<file path="src/sv/pdr_pkg.sv">
// Shared types, codes and fixed-point constants for the delta-R pair matcher.
package pdr_pkg;

	// Payload field types
	typedef logic signed [13:0] eta_t;
	typedef logic signed [12:0] phi_t;
	typedef logic [15:0]        pt_t;
	typedef logic [1:0]         req_code_t;

	// Request codes; the fourth code is ignored
	typedef enum logic [1:0] {
		REQ_LOAD_PART = 2'd0,
		REQ_LOAD_ANTI = 2'd1,
		REQ_EVAL      = 2'd2
	} req_t;

	// One stored list entry
	typedef struct packed {
		eta_t eta;
		phi_t phi;
		pt_t  pt;
	} entry_t;

	// Controls for the shared squaring unit
	typedef struct packed {
		logic load_eta;
		logic load_phi;
	} dist_ctl_t;

	// Sequencer states
	typedef enum logic [3:0] {
		ST_IDLE,
		ST_FETCH,
		ST_SQ_ETA,
		ST_SQ_PHI,
		ST_CMP,
		ST_ROW,
		ST_ROOT_GO,
		ST_ROOT,
		ST_DONE
	} state_t;

	// Widths of the datapath
	localparam int MAG_W  = 14;  // magnitude of an eta or wrapped phi difference
	localparam int SQ_W   = 28;  // one square
	localparam int D2_W   = 29;  // squared delta-R
	localparam int ROOT_W = 15;  // distance
	localparam int DPHI_W = 14;  // raw phi difference

	// Angles in units of 1/1024 rad
	localparam logic signed [DPHI_W-1:0] PI_FX     = 14'sd3217;
	localparam logic signed [DPHI_W-1:0] NEG_PI_FX = -14'sd3217;
	localparam logic signed [DPHI_W-1:0] TWO_PI_FX = 14'sd6434;

	// Highest even bit of a squared delta-R, start of the root recurrence
	localparam logic [D2_W-1:0] ROOT_TOP_BIT = {1'b1, 28'd0};

	// Configuration port
	localparam int APB_ADDR_W = 3;
	localparam int APB_DATA_W = 32;
	localparam logic REG_PT_PAIR_CUT = 1'b0;  // register index, byte address bit 2

endpackage

</file>
<file path="src/sv/pdr_if.sv">
// Valid/ready channel interfaces for request items and match results.
interface pdr_item_if import pdr_pkg::*; ();
	logic      valid;
	logic      ready;
	req_code_t req_type;
	eta_t      eta;
	phi_t      phi;
	pt_t       pt;

	modport source (output valid, req_type, eta, phi, pt, input ready);
	modport sink (input valid, req_type, eta, phi, pt, output ready);
endinterface

interface pdr_result_if import pdr_pkg::*; ();
	logic              valid;
	logic              ready;
	logic              pair_found;
	logic [ROOT_W-1:0] distance;
	logic              overflowed;

	modport source (output valid, pair_found, distance, overflowed, input ready);
	modport sink (input valid, pair_found, distance, overflowed, output ready);
endinterface

</file>
<file path="src/sv/pair_delta_r_max_min_match.sv">
// Top level: max-min delta-R pair matcher with list storage and sequencer.
//
//   channel  dir  handshake            payload
//   item     in   item.valid/ready     req_type, eta, phi, pt
//   result   out  result.valid/ready   pair_found, distance, overflowed
//   apb      in   psel/penable/pwrite  paddr, pwdata -> prdata (pt_pair_cut)
//
// A load is taken while the block is idle. An evaluate with np particles and
// na antiparticles holds item.ready low until its result is posted: each
// pair costs a memory fetch, two passes through the single shared squarer and
// a compare, each row adds a row step, and the root unit runs when a pair is
// found. Without a counted pair the root is skipped. An evaluate on an empty
// list goes straight to the result. Reset clears the counts, flags and
// pt_pair_cut; list contents are not cleared.
// A result that is held by result.ready stalls only the end of the next evaluate.
module pair_delta_r_max_min_match import pdr_pkg::*; #(
	parameter int MAX_PARTONS = 16
) (
	input  logic                  clk,
	input  logic                  arst_n,
	pdr_item_if.sink              item,
	pdr_result_if.source          result,
	input  logic                  psel,
	input  logic                  penable,
	input  logic                  pwrite,
	input  logic [APB_ADDR_W-1:0] paddr,
	input  logic [APB_DATA_W-1:0] pwdata,
	output logic [APB_DATA_W-1:0] prdata,
	output logic                  pready
);

	localparam int IW = (MAX_PARTONS > 1) ? $clog2(MAX_PARTONS) : 1;
	localparam int CW = $clog2(MAX_PARTONS + 1);
	localparam logic [CW-1:0] FULL = CW'(MAX_PARTONS);

	state_t            state_q, state_d;
	pt_t               cut_q;
	logic [CW-1:0]     part_cnt_q, anti_cnt_q;
	logic [CW-1:0]     i_q, j_q;
	logic              drop_q;
	logic              ovf_q;
	logic [D2_W-1:0]   dmin_q, best_q;
	logic              ok_q, found_q;
	logic              res_valid_q, res_found_q, res_ovf_q;
	logic [ROOT_W-1:0] res_dist_q;

	logic              item_ready, item_acc, eval_acc;
	logic              part_wr, anti_wr, load_full;
	logic              cfg_wr;
	logic              last_i, last_j, take;
	logic              sq_start, sq_busy, res_load;
	logic [ROOT_W-1:0] root;
	logic [D2_W-1:0]   d2;
	dist_ctl_t         dctl;
	entry_t            wr_entry, part_rd, anti_rd;

	// Configuration port
	assign pready = 1'b1;
	assign cfg_wr = psel && penable && pwrite && (paddr[2] == REG_PT_PAIR_CUT);
	assign prdata = (paddr[2] == REG_PT_PAIR_CUT) ? {16'd0, cut_q} : '0;

	// Request decode
	assign item.ready = item_ready;
	assign item_acc   = item.valid && item_ready;
	assign eval_acc   = item_acc && (item.req_type == REQ_EVAL);
	assign part_wr    = item_acc && (item.req_type == REQ_LOAD_PART) && (part_cnt_q != FULL);
	assign anti_wr    = item_acc && (item.req_type == REQ_LOAD_ANTI) && (anti_cnt_q != FULL);
	assign load_full  = item_acc && (((item.req_type == REQ_LOAD_PART) && (part_cnt_q == FULL)) ||
	                                 ((item.req_type == REQ_LOAD_ANTI) && (anti_cnt_q == FULL)));
	assign wr_entry   = '{eta: item.eta, phi: item.phi, pt: item.pt};

	// Pair walk position
	assign last_i = (i_q + CW'(1)) == part_cnt_q;
	assign last_j = (j_q + CW'(1)) == anti_cnt_q;
	assign take   = (j_q == '0) || (d2 < dmin_q);

	pdr_list #(.DEPTH(MAX_PARTONS), .AW(IW)) u_part (
		.clk     (clk),
		.wr_en   (part_wr),
		.wr_addr (part_cnt_q[IW-1:0]),
		.wr_data (wr_entry),
		.rd_addr (i_q[IW-1:0]),
		.rd_data (part_rd)
	);

	pdr_list #(.DEPTH(MAX_PARTONS), .AW(IW)) u_anti (
		.clk     (clk),
		.wr_en   (anti_wr),
		.wr_addr (anti_cnt_q[IW-1:0]),
		.wr_data (wr_entry),
		.rd_addr (j_q[IW-1:0]),
		.rd_data (anti_rd)
	);

	pdr_dist u_dist (
		.clk  (clk),
		.ctl  (dctl),
		.part (part_rd),
		.anti (anti_rd),
		.d2_q (d2)
	);

	pdr_isqrt u_isqrt (
		.clk    (clk),
		.arst_n (arst_n),
		.start  (sq_start),
		.value  (best_q),
		.busy   (sq_busy),
		.root   (root)
	);

	// State register
	always_ff @(posedge clk or negedge arst_n) begin
		if (!arst_n) begin
			state_q <= ST_IDLE;
		end else begin
			state_q <= state_d;
		end
	end

	// Next state and sequencer outputs
	always_comb begin
		state_d    = state_q;
		item_ready = 1'b0;
		dctl       = '0;
		sq_start   = 1'b0;
		res_load   = 1'b0;
		case (state_q)
			ST_IDLE: begin
				item_ready = 1'b1;
				if (item.valid && item.req_type == REQ_EVAL) begin
					state_d = (part_cnt_q == '0 || anti_cnt_q == '0) ? ST_DONE : ST_FETCH;
				end
			end
			ST_FETCH: begin
				state_d = ST_SQ_ETA;
			end
			ST_SQ_ETA: begin
				dctl.load_eta = 1'b1;
				state_d       = ST_SQ_PHI;
			end
			ST_SQ_PHI: begin
				dctl.load_phi = 1'b1;
				state_d       = ST_CMP;
			end
			ST_CMP: begin
				state_d = last_j ? ST_ROW : ST_FETCH;
			end
			ST_ROW: begin
				state_d = last_i ? ST_ROOT_GO : ST_FETCH;
			end
			ST_ROOT_GO: begin
				sq_start = found_q;
				state_d  = found_q ? ST_ROOT : ST_DONE;
			end
			ST_ROOT: begin
				if (!sq_busy) begin
					state_d = ST_DONE;
				end
			end
			ST_DONE: begin
				if (!res_valid_q || result.ready) begin
					res_load = 1'b1;
					state_d  = ST_IDLE;
				end
			end
			default: begin
				state_d = ST_IDLE;
			end
		endcase
	end

	// Control registers: config, counts, flags, walk indexes, output valid
	always_ff @(posedge clk or negedge arst_n) begin
		if (!arst_n) begin
			cut_q       <= '0;
			part_cnt_q  <= '0;
			anti_cnt_q  <= '0;
			drop_q      <= 1'b0;
			i_q         <= '0;
			j_q         <= '0;
			found_q     <= 1'b0;
			res_valid_q <= 1'b0;
		end else begin
			if (cfg_wr) begin
				cut_q <= pwdata[15:0];
			end
			if (part_wr) begin
				part_cnt_q <= part_cnt_q + CW'(1);
			end
			if (anti_wr) begin
				anti_cnt_q <= anti_cnt_q + CW'(1);
			end
			if (load_full) begin
				drop_q <= 1'b1;
			end
			// Start a walk; the drop flag moves into the pending result
			if (eval_acc) begin
				drop_q  <= 1'b0;
				i_q     <= '0;
				j_q     <= '0;
				found_q <= 1'b0;
			end
			if (state_q == ST_CMP) begin
				j_q <= last_j ? '0 : j_q + CW'(1);
			end
			if (state_q == ST_ROW) begin
				if (ok_q && (!found_q || dmin_q > best_q)) begin
					found_q <= 1'b1;
				end
				if (!last_i) begin
					i_q <= i_q + CW'(1);
				end
			end
			// Empty both lists when the result is posted
			if (res_load) begin
				part_cnt_q  <= '0;
				anti_cnt_q  <= '0;
				res_valid_q <= 1'b1;
			end else if (result.ready) begin
				res_valid_q <= 1'b0;
			end
		end
	end

	// Datapath registers: row minimum, best pair, result payload
	always_ff @(posedge clk) begin
		if (eval_acc) begin
			ovf_q  <= drop_q;
			best_q <= '0;
		end
		// Keep the first smallest distance of the row and its pt check
		if (state_q == ST_CMP && take) begin
			dmin_q <= d2;
			ok_q   <= (part_rd.pt >= cut_q) && (anti_rd.pt >= cut_q);
		end
		// Keep the largest counted row minimum
		if (state_q == ST_ROW && ok_q && (!found_q || dmin_q > best_q)) begin
			best_q <= dmin_q;
		end
		if (res_load) begin
			res_found_q <= found_q;
			res_dist_q  <= found_q ? root : '0;
			res_ovf_q   <= ovf_q;
		end
	end

	assign result.valid      = res_valid_q;
	assign result.pair_found = res_found_q;
	assign result.distance   = res_dist_q;
	assign result.overflowed = res_ovf_q;

endmodule

</file>
<file path="src/sv/pdr_list.sv">
// One entry list: single write port, single registered read port.
module pdr_list import pdr_pkg::*; #(
	parameter int DEPTH = 16,
	parameter int AW    = 4
) (
	input  logic          clk,
	input  logic          wr_en,
	input  logic [AW-1:0] wr_addr,
	input  entry_t        wr_data,
	input  logic [AW-1:0] rd_addr,
	output entry_t        rd_data
);

	entry_t mem [DEPTH];

	// Write a loaded entry
	always_ff @(posedge clk) begin
		if (wr_en) begin
			mem[wr_addr] <= wr_data;
		end
	end

	// Register the read data
	always_ff @(posedge clk) begin
		rd_data <= mem[rd_addr];
	end

endmodule

</file>
<file path="src/sv/pdr_dist.sv">
// Shared squaring unit: builds one squared delta-R over two passes.
module pdr_dist import pdr_pkg::*; (
	input  logic            clk,
	input  dist_ctl_t       ctl,
	input  entry_t          part,
	input  entry_t          anti,
	output logic [D2_W-1:0] d2_q
);

	logic signed [MAG_W:0]    deta;
	logic [MAG_W-1:0]         deta_mag;
	logic signed [DPHI_W-1:0] dphi_raw;
	logic signed [DPHI_W-1:0] dphi_wrap;
	logic signed [DPHI_W-1:0] dphi_q;
	logic [MAG_W-1:0]         dphi_mag;
	logic [MAG_W-1:0]         sq_op;
	logic [SQ_W-1:0]          sq;
	logic [SQ_W-1:0]          acc_q;

	// Eta difference and its magnitude
	assign deta     = {part.eta[13], part.eta} - {anti.eta[13], anti.eta};
	assign deta_mag = deta[MAG_W] ? MAG_W'(-deta) : deta[MAG_W-1:0];

	// Wrap the phi difference into (-pi, pi]; one step covers every 13-bit input
	assign dphi_raw = {part.phi[12], part.phi} - {anti.phi[12], anti.phi};
	always_comb begin
		if (dphi_raw > PI_FX) begin
			dphi_wrap = dphi_raw - TWO_PI_FX;
		end else if (dphi_raw <= NEG_PI_FX) begin
			dphi_wrap = dphi_raw + TWO_PI_FX;
		end else begin
			dphi_wrap = dphi_raw;
		end
	end
	assign dphi_mag = dphi_q[DPHI_W-1] ? MAG_W'(-dphi_q) : dphi_q;

	// The one squarer, shared by both passes
	assign sq_op = ctl.load_eta ? deta_mag : dphi_mag;
	assign sq    = sq_op * sq_op;

	// First pass holds eta squared and the wrapped phi; second pass sums
	always_ff @(posedge clk) begin
		if (ctl.load_eta) begin
			acc_q  <= sq;
			dphi_q <= dphi_wrap;
		end
		if (ctl.load_phi) begin
			d2_q <= {1'b0, acc_q} + {1'b0, sq};
		end
	end

endmodule

</file>
<file path="src/sv/pdr_isqrt.sv">
// Integer square root, one result bit per cycle.
module pdr_isqrt import pdr_pkg::*; (
	input  logic              clk,
	input  logic              arst_n,
	input  logic              start,
	input  logic [D2_W-1:0]   value,
	output logic              busy,
	output logic [ROOT_W-1:0] root
);

	logic              busy_q;
	logic [D2_W-1:0]   rem_q;
	logic [D2_W-1:0]   res_q;
	logic [D2_W-1:0]   bit_q;
	logic [D2_W-1:0]   trial;

	assign trial = res_q + bit_q;
	assign busy  = busy_q;
	assign root  = res_q[ROOT_W-1:0];

	// Track the running recurrence
	always_ff @(posedge clk or negedge arst_n) begin
		if (!arst_n) begin
			busy_q <= 1'b0;
		end else if (start) begin
			busy_q <= 1'b1;
		end else if (busy_q && bit_q == D2_W'(1)) begin
			busy_q <= 1'b0;
		end
	end

	// Subtract the trial value when it fits, shift the root otherwise
	always_ff @(posedge clk) begin
		if (start) begin
			rem_q <= value;
			res_q <= '0;
			bit_q <= ROOT_TOP_BIT;
		end else if (busy_q) begin
			if (rem_q >= trial) begin
				rem_q <= rem_q - trial;
				res_q <= (res_q >> 1) + bit_q;
			end else begin
				res_q <= res_q >> 1;
			end
			bit_q <= bit_q >> 2;
		end
	end

endmodule

</file>
<file path="src/flat_wrapper.sv">
// flat-port wrapper written by rule: the top's interface ports become plain ports
module pair_delta_r_max_min_match_flat import pdr_pkg::*;
#(
	parameter int MAX_PARTONS = 16
)
  (clk, arst_n, psel, penable, pwrite, paddr, pwdata, prdata, pready, item_valid, item_req_type, item_eta, item_phi, item_pt, item_ready, result_valid, result_pair_found, result_distance, result_overflowed, result_ready);
  pdr_item_if item_i ();
  pdr_result_if result_i ();
  input  logic clk;
  input  logic arst_n;
  input  logic psel;
  input  logic penable;
  input  logic pwrite;
  input  logic [APB_ADDR_W-1:0] paddr;
  input  logic [APB_DATA_W-1:0] pwdata;
  output logic [APB_DATA_W-1:0] prdata;
  output logic pready;
  input wire logic [$bits(item_i.valid)-1:0] item_valid;
  input wire logic [$bits(item_i.req_type)-1:0] item_req_type;
  input wire logic [$bits(item_i.eta)-1:0] item_eta;
  input wire logic [$bits(item_i.phi)-1:0] item_phi;
  input wire logic [$bits(item_i.pt)-1:0] item_pt;
  output wire logic [$bits(item_i.ready)-1:0] item_ready;
  output wire logic [$bits(result_i.valid)-1:0] result_valid;
  output wire logic [$bits(result_i.pair_found)-1:0] result_pair_found;
  output wire logic [$bits(result_i.distance)-1:0] result_distance;
  output wire logic [$bits(result_i.overflowed)-1:0] result_overflowed;
  input wire logic [$bits(result_i.ready)-1:0] result_ready;
  assign item_i.valid = item_valid;
  assign item_i.req_type = item_req_type;
  assign item_i.eta = item_eta;
  assign item_i.phi = item_phi;
  assign item_i.pt = item_pt;
  assign item_ready = item_i.ready;
  assign result_valid = result_i.valid;
  assign result_pair_found = result_i.pair_found;
  assign result_distance = result_i.distance;
  assign result_overflowed = result_i.overflowed;
  assign result_i.ready = result_ready;
  pair_delta_r_max_min_match #(.MAX_PARTONS(MAX_PARTONS)) u_core (.clk(clk), .arst_n(arst_n), .item(item_i), .result(result_i), .psel(psel), .penable(penable), .pwrite(pwrite), .paddr(paddr), .pwdata(pwdata), .prdata(prdata), .pready(pready));
endmodule
</file>
<file path="config.mk">
export PLATFORM = sky130hd
export DESIGN_NAME = pair_delta_r_max_min_match_flat
export DESIGN_NICKNAME = d
export VERILOG_FILES = /design/src/sv/pdr_pkg.sv /design/src/sv/pdr_if.sv /design/src/sv/pair_delta_r_max_min_match.sv /design/src/sv/pdr_list.sv /design/src/sv/pdr_dist.sv /design/src/sv/pdr_isqrt.sv /design/src/flat_wrapper.sv
export SDC_FILE = /design/constraint.sdc
export NUM_CORES = 2
export LEC_CHECK = 0
export ABC_AREA = 0
export BUFFER_PORTS_ARGS = -buffer_cell sky130_fd_sc_hd__buf_2
export CORE_MARGIN = 3
export CORE_UTILIZATION = 55
export DETAILED_ROUTE_END_ITERATION = 10
export GPL_ROUTABILITY_DRIVEN = 0
export PLACE_DENSITY = 0.74
export SLEW_MARGIN = 5
export SYNTH_ARGS = -nofsm -noshare
export SYNTH_HDL_FRONTEND = slang
export SYNTH_SLANG_ARGS = --single-unit
</file>
<file path="constraint.sdc">
create_clock -name clk -period 16.7 [get_ports clk]
set_input_delay 0 -clock clk [delete_from_list [all_inputs] [get_ports clk]]
set_output_delay 0 -clock clk [all_outputs]
set_load 0.005 [all_outputs]
</file>
After elaboration in Yosys (flattened, before gate mapping) --
Memory sizes are Yosys's and may differ from the RTL's. A register that Yosys moved wholly into a read port is not among the register bits. Index checks and enable logic that the tools add are counted.
Word-level totals: register bits 265, latch bits 0, bits in writable memories 1376, bits in read-only memories 0, output and inout bits 52, logic and storage cells 159, memories kept 2
Cells by class: add/sub/neg operators 14, multipliers 1, divide/modulo/power cells 0, order comparisons 7, eq/ne operators 20, shift operators 0, multiplexer cells 49, bitwise operators 1, reductions and logical operators 42
Memories:
- u_core.u_anti.mem | depth 16, width 43, read ports 1, clocked after memory_dff 1, wr ports 1, line pdr_list.sv:14 | entry_t mem [DEPTH];
- u_core.u_part.mem | depth 16, width 43, read ports 1, clocked after memory_dff 1, wr ports 1, line pdr_list.sv:14
Operators with widths (number):
- $mux W29 | 6
- $mux W14 | 5
- $mux W5 | 10
- $pmux W4 S9 | 1
- $ge A16 B16 Y1 | 2
- $add A28 B28 Y29 | 1
- $add A28 B29 Y29 | 1
- $add A29 B29 Y29 | 1
- $ge A29 B29 Y1 | 1
- $gt A29 B29 Y1 | 1
- $lt A29 B29 Y1 | 1
- $sub A29 B29 Y29 | 1
- $mul A14 B14 Y28 | 1
- $neg A14 Y14 | 2
- $add A5 B1 Y5 const B | 4
- $mux W4 | 5
- $logic_and A1 B1 Y1 | 19
- $mux W1 | 19
- $reduce_bool A2 Y1 | 9
- $eq A4 B3 Y1 const B | 4
- $mux W16 | 1
- $eq A15 B1 Y1 const B | 1
- $logic_not A5 Y1 | 3
- $sub A14 B14 Y15 | 1
- other kinds (23) | 34

Logic depth before layout (Yosys ltp) --
depth after elaboration 7, mapped depth 46, mapped depth without buffers 45

Modules after synthesis --
Synthesis repeated with hierarchy kept, for this count alone.
Second synthesis, totals: cells, all modules 4960, area, all modules 78343.9 um^2
Modules (own cells, without submodules):
- pdr_list | times used 2, cells an instance 1116, area each 26639.3 um^2
- pdr_dist | times used 1, cells an instance 1257, area each 11409.7 um^2
- pair_delta_r_max_min_match | times used 1, cells an instance 684, area each 7240.7 um^2
- pdr_isqrt | times used 1, cells an instance 787, area each 6414.9 um^2

Least setup slack after synthesis --
No wires, ideal clock.
kind register to register, start reg u_core.u_part.rd_data[29] (netlist name), end reg u_core.u_dist.d2_q[27], data pin, library setup time 0.258 ns, data arrival time 9.525 ns, setup slack 6.918 ns, cell stages (with the launch flop) 45, buffers on the path 1, cell sequence dfxtp_1 inv_1 ha_1 fa_1 nand2b_1 a211oi_1 o21ai_2 a21oi_1 o21a_1 buf_2 a31oi_1 xor2_1 a21oi_1 inv_1 nand2_1 inv_1 fa_1 inv_1 [... 9 more ...] a21o_1 a21oi_1 nand2_1 a21oi_1 nand2_1 a21o_1 a21oi_1 xnor2_1 ha_1 a21o_1 a21oi_1 nand2_1 o41ai_1 o21ai_0 o41ai_1 o21bai_1 a21oi_1 xnor2_1
On the way: cells in the longest elaborated chain, start to end 6
RTL lines:
- $sub A14 B14 Y15 * | line pdr_dist.sv:21 | assign deta = {part.eta[13], part.eta} - {anti.eta[13], anti.eta};
- $neg A14 Y14 | line pdr_dist.sv:22 | assign deta_mag = deta[MAG_W] ? MAG_W'(-deta) : deta[MAG_W-1:0];
- $mux W14 * | line pdr_dist.sv:22
- $mux W14 * | line pdr_dist.sv:38 | assign sq_op = ctl.load_eta ? deta_mag : dphi_mag;
- $mul A14 B14 Y28 * | line pdr_dist.sv:39 | assign sq = sq_op * sq_op;
- via u_core.u_dist.sq[16] | line pdr_dist.sv:17 | logic [SQ_W-1:0] sq;
- $add A28 B28 Y29 * | line pdr_dist.sv:48 | d2_q <= {1'b0, acc_q} + {1'b0, sq};
- to (signal assigned) | line pdr_dist.sv:48
- to (decl) | line pdr_dist.sv:7 | output logic [D2_W-1:0] d2_q
The timed path passes the listed nets; every way through them passes the cells marked *. A chain may end at the register's enable or synchronous reset.

Worst setup path in the final report --
start reg u_core.u_part.rd_data[29] (netlist name), end reg u_core.u_dist.d2_q[27], data pin
On the way: cells in the longest elaborated chain, start to end 6
RTL lines (line):
- $sub A14 B14 Y15 * | pdr_dist.sv:21
- $neg A14 Y14 | pdr_dist.sv:22
- $mux W14 * | pdr_dist.sv:22
- $mux W14 * | pdr_dist.sv:38
- $mul A14 B14 Y28 * | pdr_dist.sv:39
- via u_core.u_dist.sq[16] | pdr_dist.sv:17
- $add A28 B28 Y29 * | pdr_dist.sv:48
Marked as above.

==> Implementation_results.wiki <==
{| class="wikitable"
! Metric !! Value
|-
| Worst Clk Skew || 0.0684 ns
|-
| Number of H-tree levels || 4
|-
| Netlist cell types || 86
|-
| TritonCTS clock tree || built
|-
| Count of yosys warnings during synthesis || 0
|-
| Arrival time at the worst endpoint || 11.92 ns
|-
| GRT Util Overall || 0.246
|-
| Floorplan die width || 382 um
|-
| Wire length of the first global-routing pass || 269 mm
|-
| Placement Rows || 137
|-
| Die outline area || 146000 um^2
|-
| Clock Pin Slew Worst Setup and Hold Paths || 0.06 ns
|-
| Wire length reported by the detailed router || 177 mm
|-
| CP Buf/Inv Count || 7
|-
| Cells taking the most area after synthesis || edfxtp_1 (60%), mux4_2 (12%), ha_1 (5.0%), dfxtp_1 (3.3%), fa_1 (3.0%)
|-
| Placeable Area || 140000 um^2
|-
| Finish-stage setup viols || 0
|-
| Number of I/O port buffers || 103
|-
| Startpoint kind of the worst setup timing path || flip-flop
|-
| Post-route ant nets || 0
|-
| Crit path largest cell delay || 0.76 ns
|-
| Initial Util || 0.556
|-
| Slew at the pin closest to its max-slew limit || 1.17 ns
|-
| Area share of the largest cell type after synthesis || 0.600
|-
| Cell area reported after detailed placement || 80500 um^2
|-
| Path type of the worst setup path || reg2reg
|-
| Fin nets || 5396
|-
| Syn-to-layout area delta || 12.1%
|-
| Vias post-DR || 42500
|-
| Maximum clock rate || 88.0 MHz
|-
| Cell family with the largest share of critical-path delay || compound AO/OA/AOI/OAI gates
|-
| Max-cap viol count || 0
|-
| Minimum hold slack || 0.103 ns
|-
| Worst setup timing slack at the placement stage || 5.37 ns
|-
| Post-Syn Area per Cell || 16.7 um^2
|-
| Flip-flop and latch count after synthesis || 1726
|-
| Share of async-settable or async-resettable flops after synthesis || 0.0255
|-
| RSZ-0062 raised after global routing || no
|-
| Remaining global-route overflow || 0
|-
| Synthesized area || 77700 um^2
|-
| Count of clock tree sinks || 1726
|-
| Worst Hold Class || in2reg
|-
| Largest fanout of any net on the critical path || 10
|-
| Post-CTS setup buffer count || 0
|-
| Die Height || 382 um
|-
| Post-Route Setup TNS || 0 ns
|-
| Most common library cells after synthesis || edfxtp_1 (1552), mux4_2 (430), inv_1 (318), ha_1 (309), nor2_1 (222)
|-
| Per-cell via count in the routed design || 6.15
|-
| Required time reported for the critical path endpoint || 17.26 ns
|-
| Cell with the most instances after synthesis || edfxtp_1
|-
| Critical-path top delay cell || a21oi_1
|-
| Number of DRC markers in iteration 0 || 4103
|-
| Fraction of layout cells with a size suffix above 1 || 0.188
|-
| Number of flops mapped to enable cells by yosys || 1552
|-
| Capturing element type of the critical path || flip-flop
|-
| Hold Vio Cnt, Final || 0
|-
| Dominant register cell in the synthesized netlist || edfxtp_1
|-
| Post-layout minimum cycle time || 11.36 ns
|-
| Routed length per placed instance || 25.6 um
|-
| Vias in the first global route || 43700
|-
| Seq/Total Area, Yosys || 0.647
|-
| Worst path setup slack after routing || 5.34 ns
|-
| Maximum number of pins on one net before global-route repair || 130
|-
| Relative slew slack || 0.215
|-
| Largest area contributor in the netlist || edfxtp_1
|-
| Mapped Cells || 4640
|-
| Initial antenna violation count || 7
|-
| Detail Placement HPWL || 95.2 mm
|-
| Clock insertion delay at the later pin of the skew report || 0.82 ns
|-
| Register-to-register setup slack || 5.34 ns
|-
| Pins Over Slew Limit || 0
|-
| Status || completed
|-
| First-pass iteration count of the detailed router || 6
|-
| CTS buffer count || 172
|-
| DRC Markers || 0
|-
| CTS root buf || clkbuf_16
|-
| Final clock period utilization by the worst path || 0.680
|-
| Maximum count of clock buffers along a single path || 3
|-
| Top-level port count || 139
|-
| Final non-filler cell area || 87100 um^2
|}
layout by cell type, fill, tap and decap left out, drive strengths merged, types with 108 or more instances in the layout:
cell	synthesis	layout
fa	118	118
mux4	430	430
ha	309	309
a21oi	180	180
inv	318	322
nand2	186	186
edfxtp	1552	1552
dfxtp	130	130
o21ai	113	113
nor2	224	224
xnor2	108	108
clkbuf	128	236
buf	57	153
per-layer routing:
| metal | vias to the layer above | GRT usage | part of all wire | wire length [um] |
|---|---|---|---|---|
| met2 | 1698 | 0.412 | 0.50 | 89100 |
| met4 | 6 | 0.0800 | 0.031 | 5450 |
| met3 | 371 | 0.0434 | 0.072 | 12800 |
| li1 | 18400 | - | - | - |
| met1 | 22100 | 0.330 | 0.39 | 69900 |
| met5 | - | 0 | 0.00025 | 45 |
layout make-up:
type                       count  area [um^2]
antenna                        3         7.51
tap                         1876         2350
inverter                     321         1210
clock buffer                 236         4790
fill                        9826        52700
multi-input combinational   2423        25700
timing repair buffer         238         1770
clock inverter                89         1010
sequential                  1726        50300
stage by stage:
| stage | utilization | std cells |
|---|---|---|
| after global routing | 0.623 | 6910 |
| after detailed placement | 0.575 | 6499 |
| after floorplan | - | 4655 |
| after global placement | 0.575 | 6499 |
| after CTS | 0.623 | 6909 |
| final | 0.623 | 6912 |
flip-flops by register name, indices dropped and copies added (netlist names), 4 cells and up:
| signal | count |
|---|---|
| u_core.state_q | 4 |
| u_core.j_q | 5 |
| u_core.best_q | 29 |
| u_core.u_isqrt.res_q | 29 |
| u_core.result.distance | 15 |
| u_core.u_part.mem | 688 |
| u_core.anti_cnt_q | 5 |
| u_core.u_isqrt.bit_q | 15 |
| u_core.cut_q | 16 |
| u_core.u_isqrt.rem_q | 29 |
| u_core.u_dist.dphi_q | 14 |
| u_core.u_dist.acc_q | 27 |
| u_core.u_anti.rd_data | 43 |
| u_core.u_dist.d2_q | 29 |
| u_core.part_cnt_q | 5 |
| u_core.u_part.rd_data | 43 |
| u_core.u_anti.mem | 688 |
| u_core.i_q | 5 |
| u_core.dmin_q | 29 |
cells by family after synthesis:
| family | Yosys count | share of synthesized area |
|---|---|---|
| compound gates | 586 | 0.0488 |
| xor+xnor | 193 | 0.0220 |
| fa+ha+maj | 427 | 0.0801 |
| buf+inv | 506 | 0.0254 |
| flops | 1726 | 0.647 |
| mux | 487 | 0.132 |
| other cells | 2 | 0.0000966 |
| simple gates | 713 | 0.0438 |
worst register-to-register path, delay by kind of cell, from the launching register on:
| family | cells | cell delay [ns] |
|---|---|---|
| AO/OA/AOI/OAI | 18 | 4.77 |
| XOR/XNOR | 3 | 0.42 |
| flip-flops | 1 | 0.32 |
| adder cells (fa/ha/maj) | 10 | 4.29 |
| AND/OR/NAND/NOR | 5 | 0.69 |
| buffers and inverters | 7 | 0.68 |
final timing paths:
path | start | end | depth (start not counted)
setup / recovery | u_core.u_part.rd_data[29]$_DFF_P_ | u_core.u_dist.d2_q[27]$_DFFE_PN_ | 43
hold / removal | result_ready | u_core.result.valid$_DFFE_PN0P_ | 4
setup reg to reg | u_core.u_part.rd_data[29]$_DFF_P_ | u_core.u_dist.d2_q[27]$_DFFE_PN_ | 43
hold reg to reg | u_core.u_dist.d2_q[19]$_DFFE_PN_ | u_core.dmin_q[19]$_DFFE_PP_ | 0
max in group asynchronous | arst_n | u_core.j_q[2]$_DFFE_PN0P_ | 4
min in group asynchronous | arst_n | u_core.cut_q[11]$_DFFE_PN0P_ | 4
timing repair:
action                                 4_1_cts  5_1_grt
gates resized for setup                      0        0
hold buffers                                85        0
endpoints found under the hold margin     1451        0
Power is left out: the tool's default activity adds up to more than one toggle a clock period on the data nets, which glitch-free logic cannot reach.
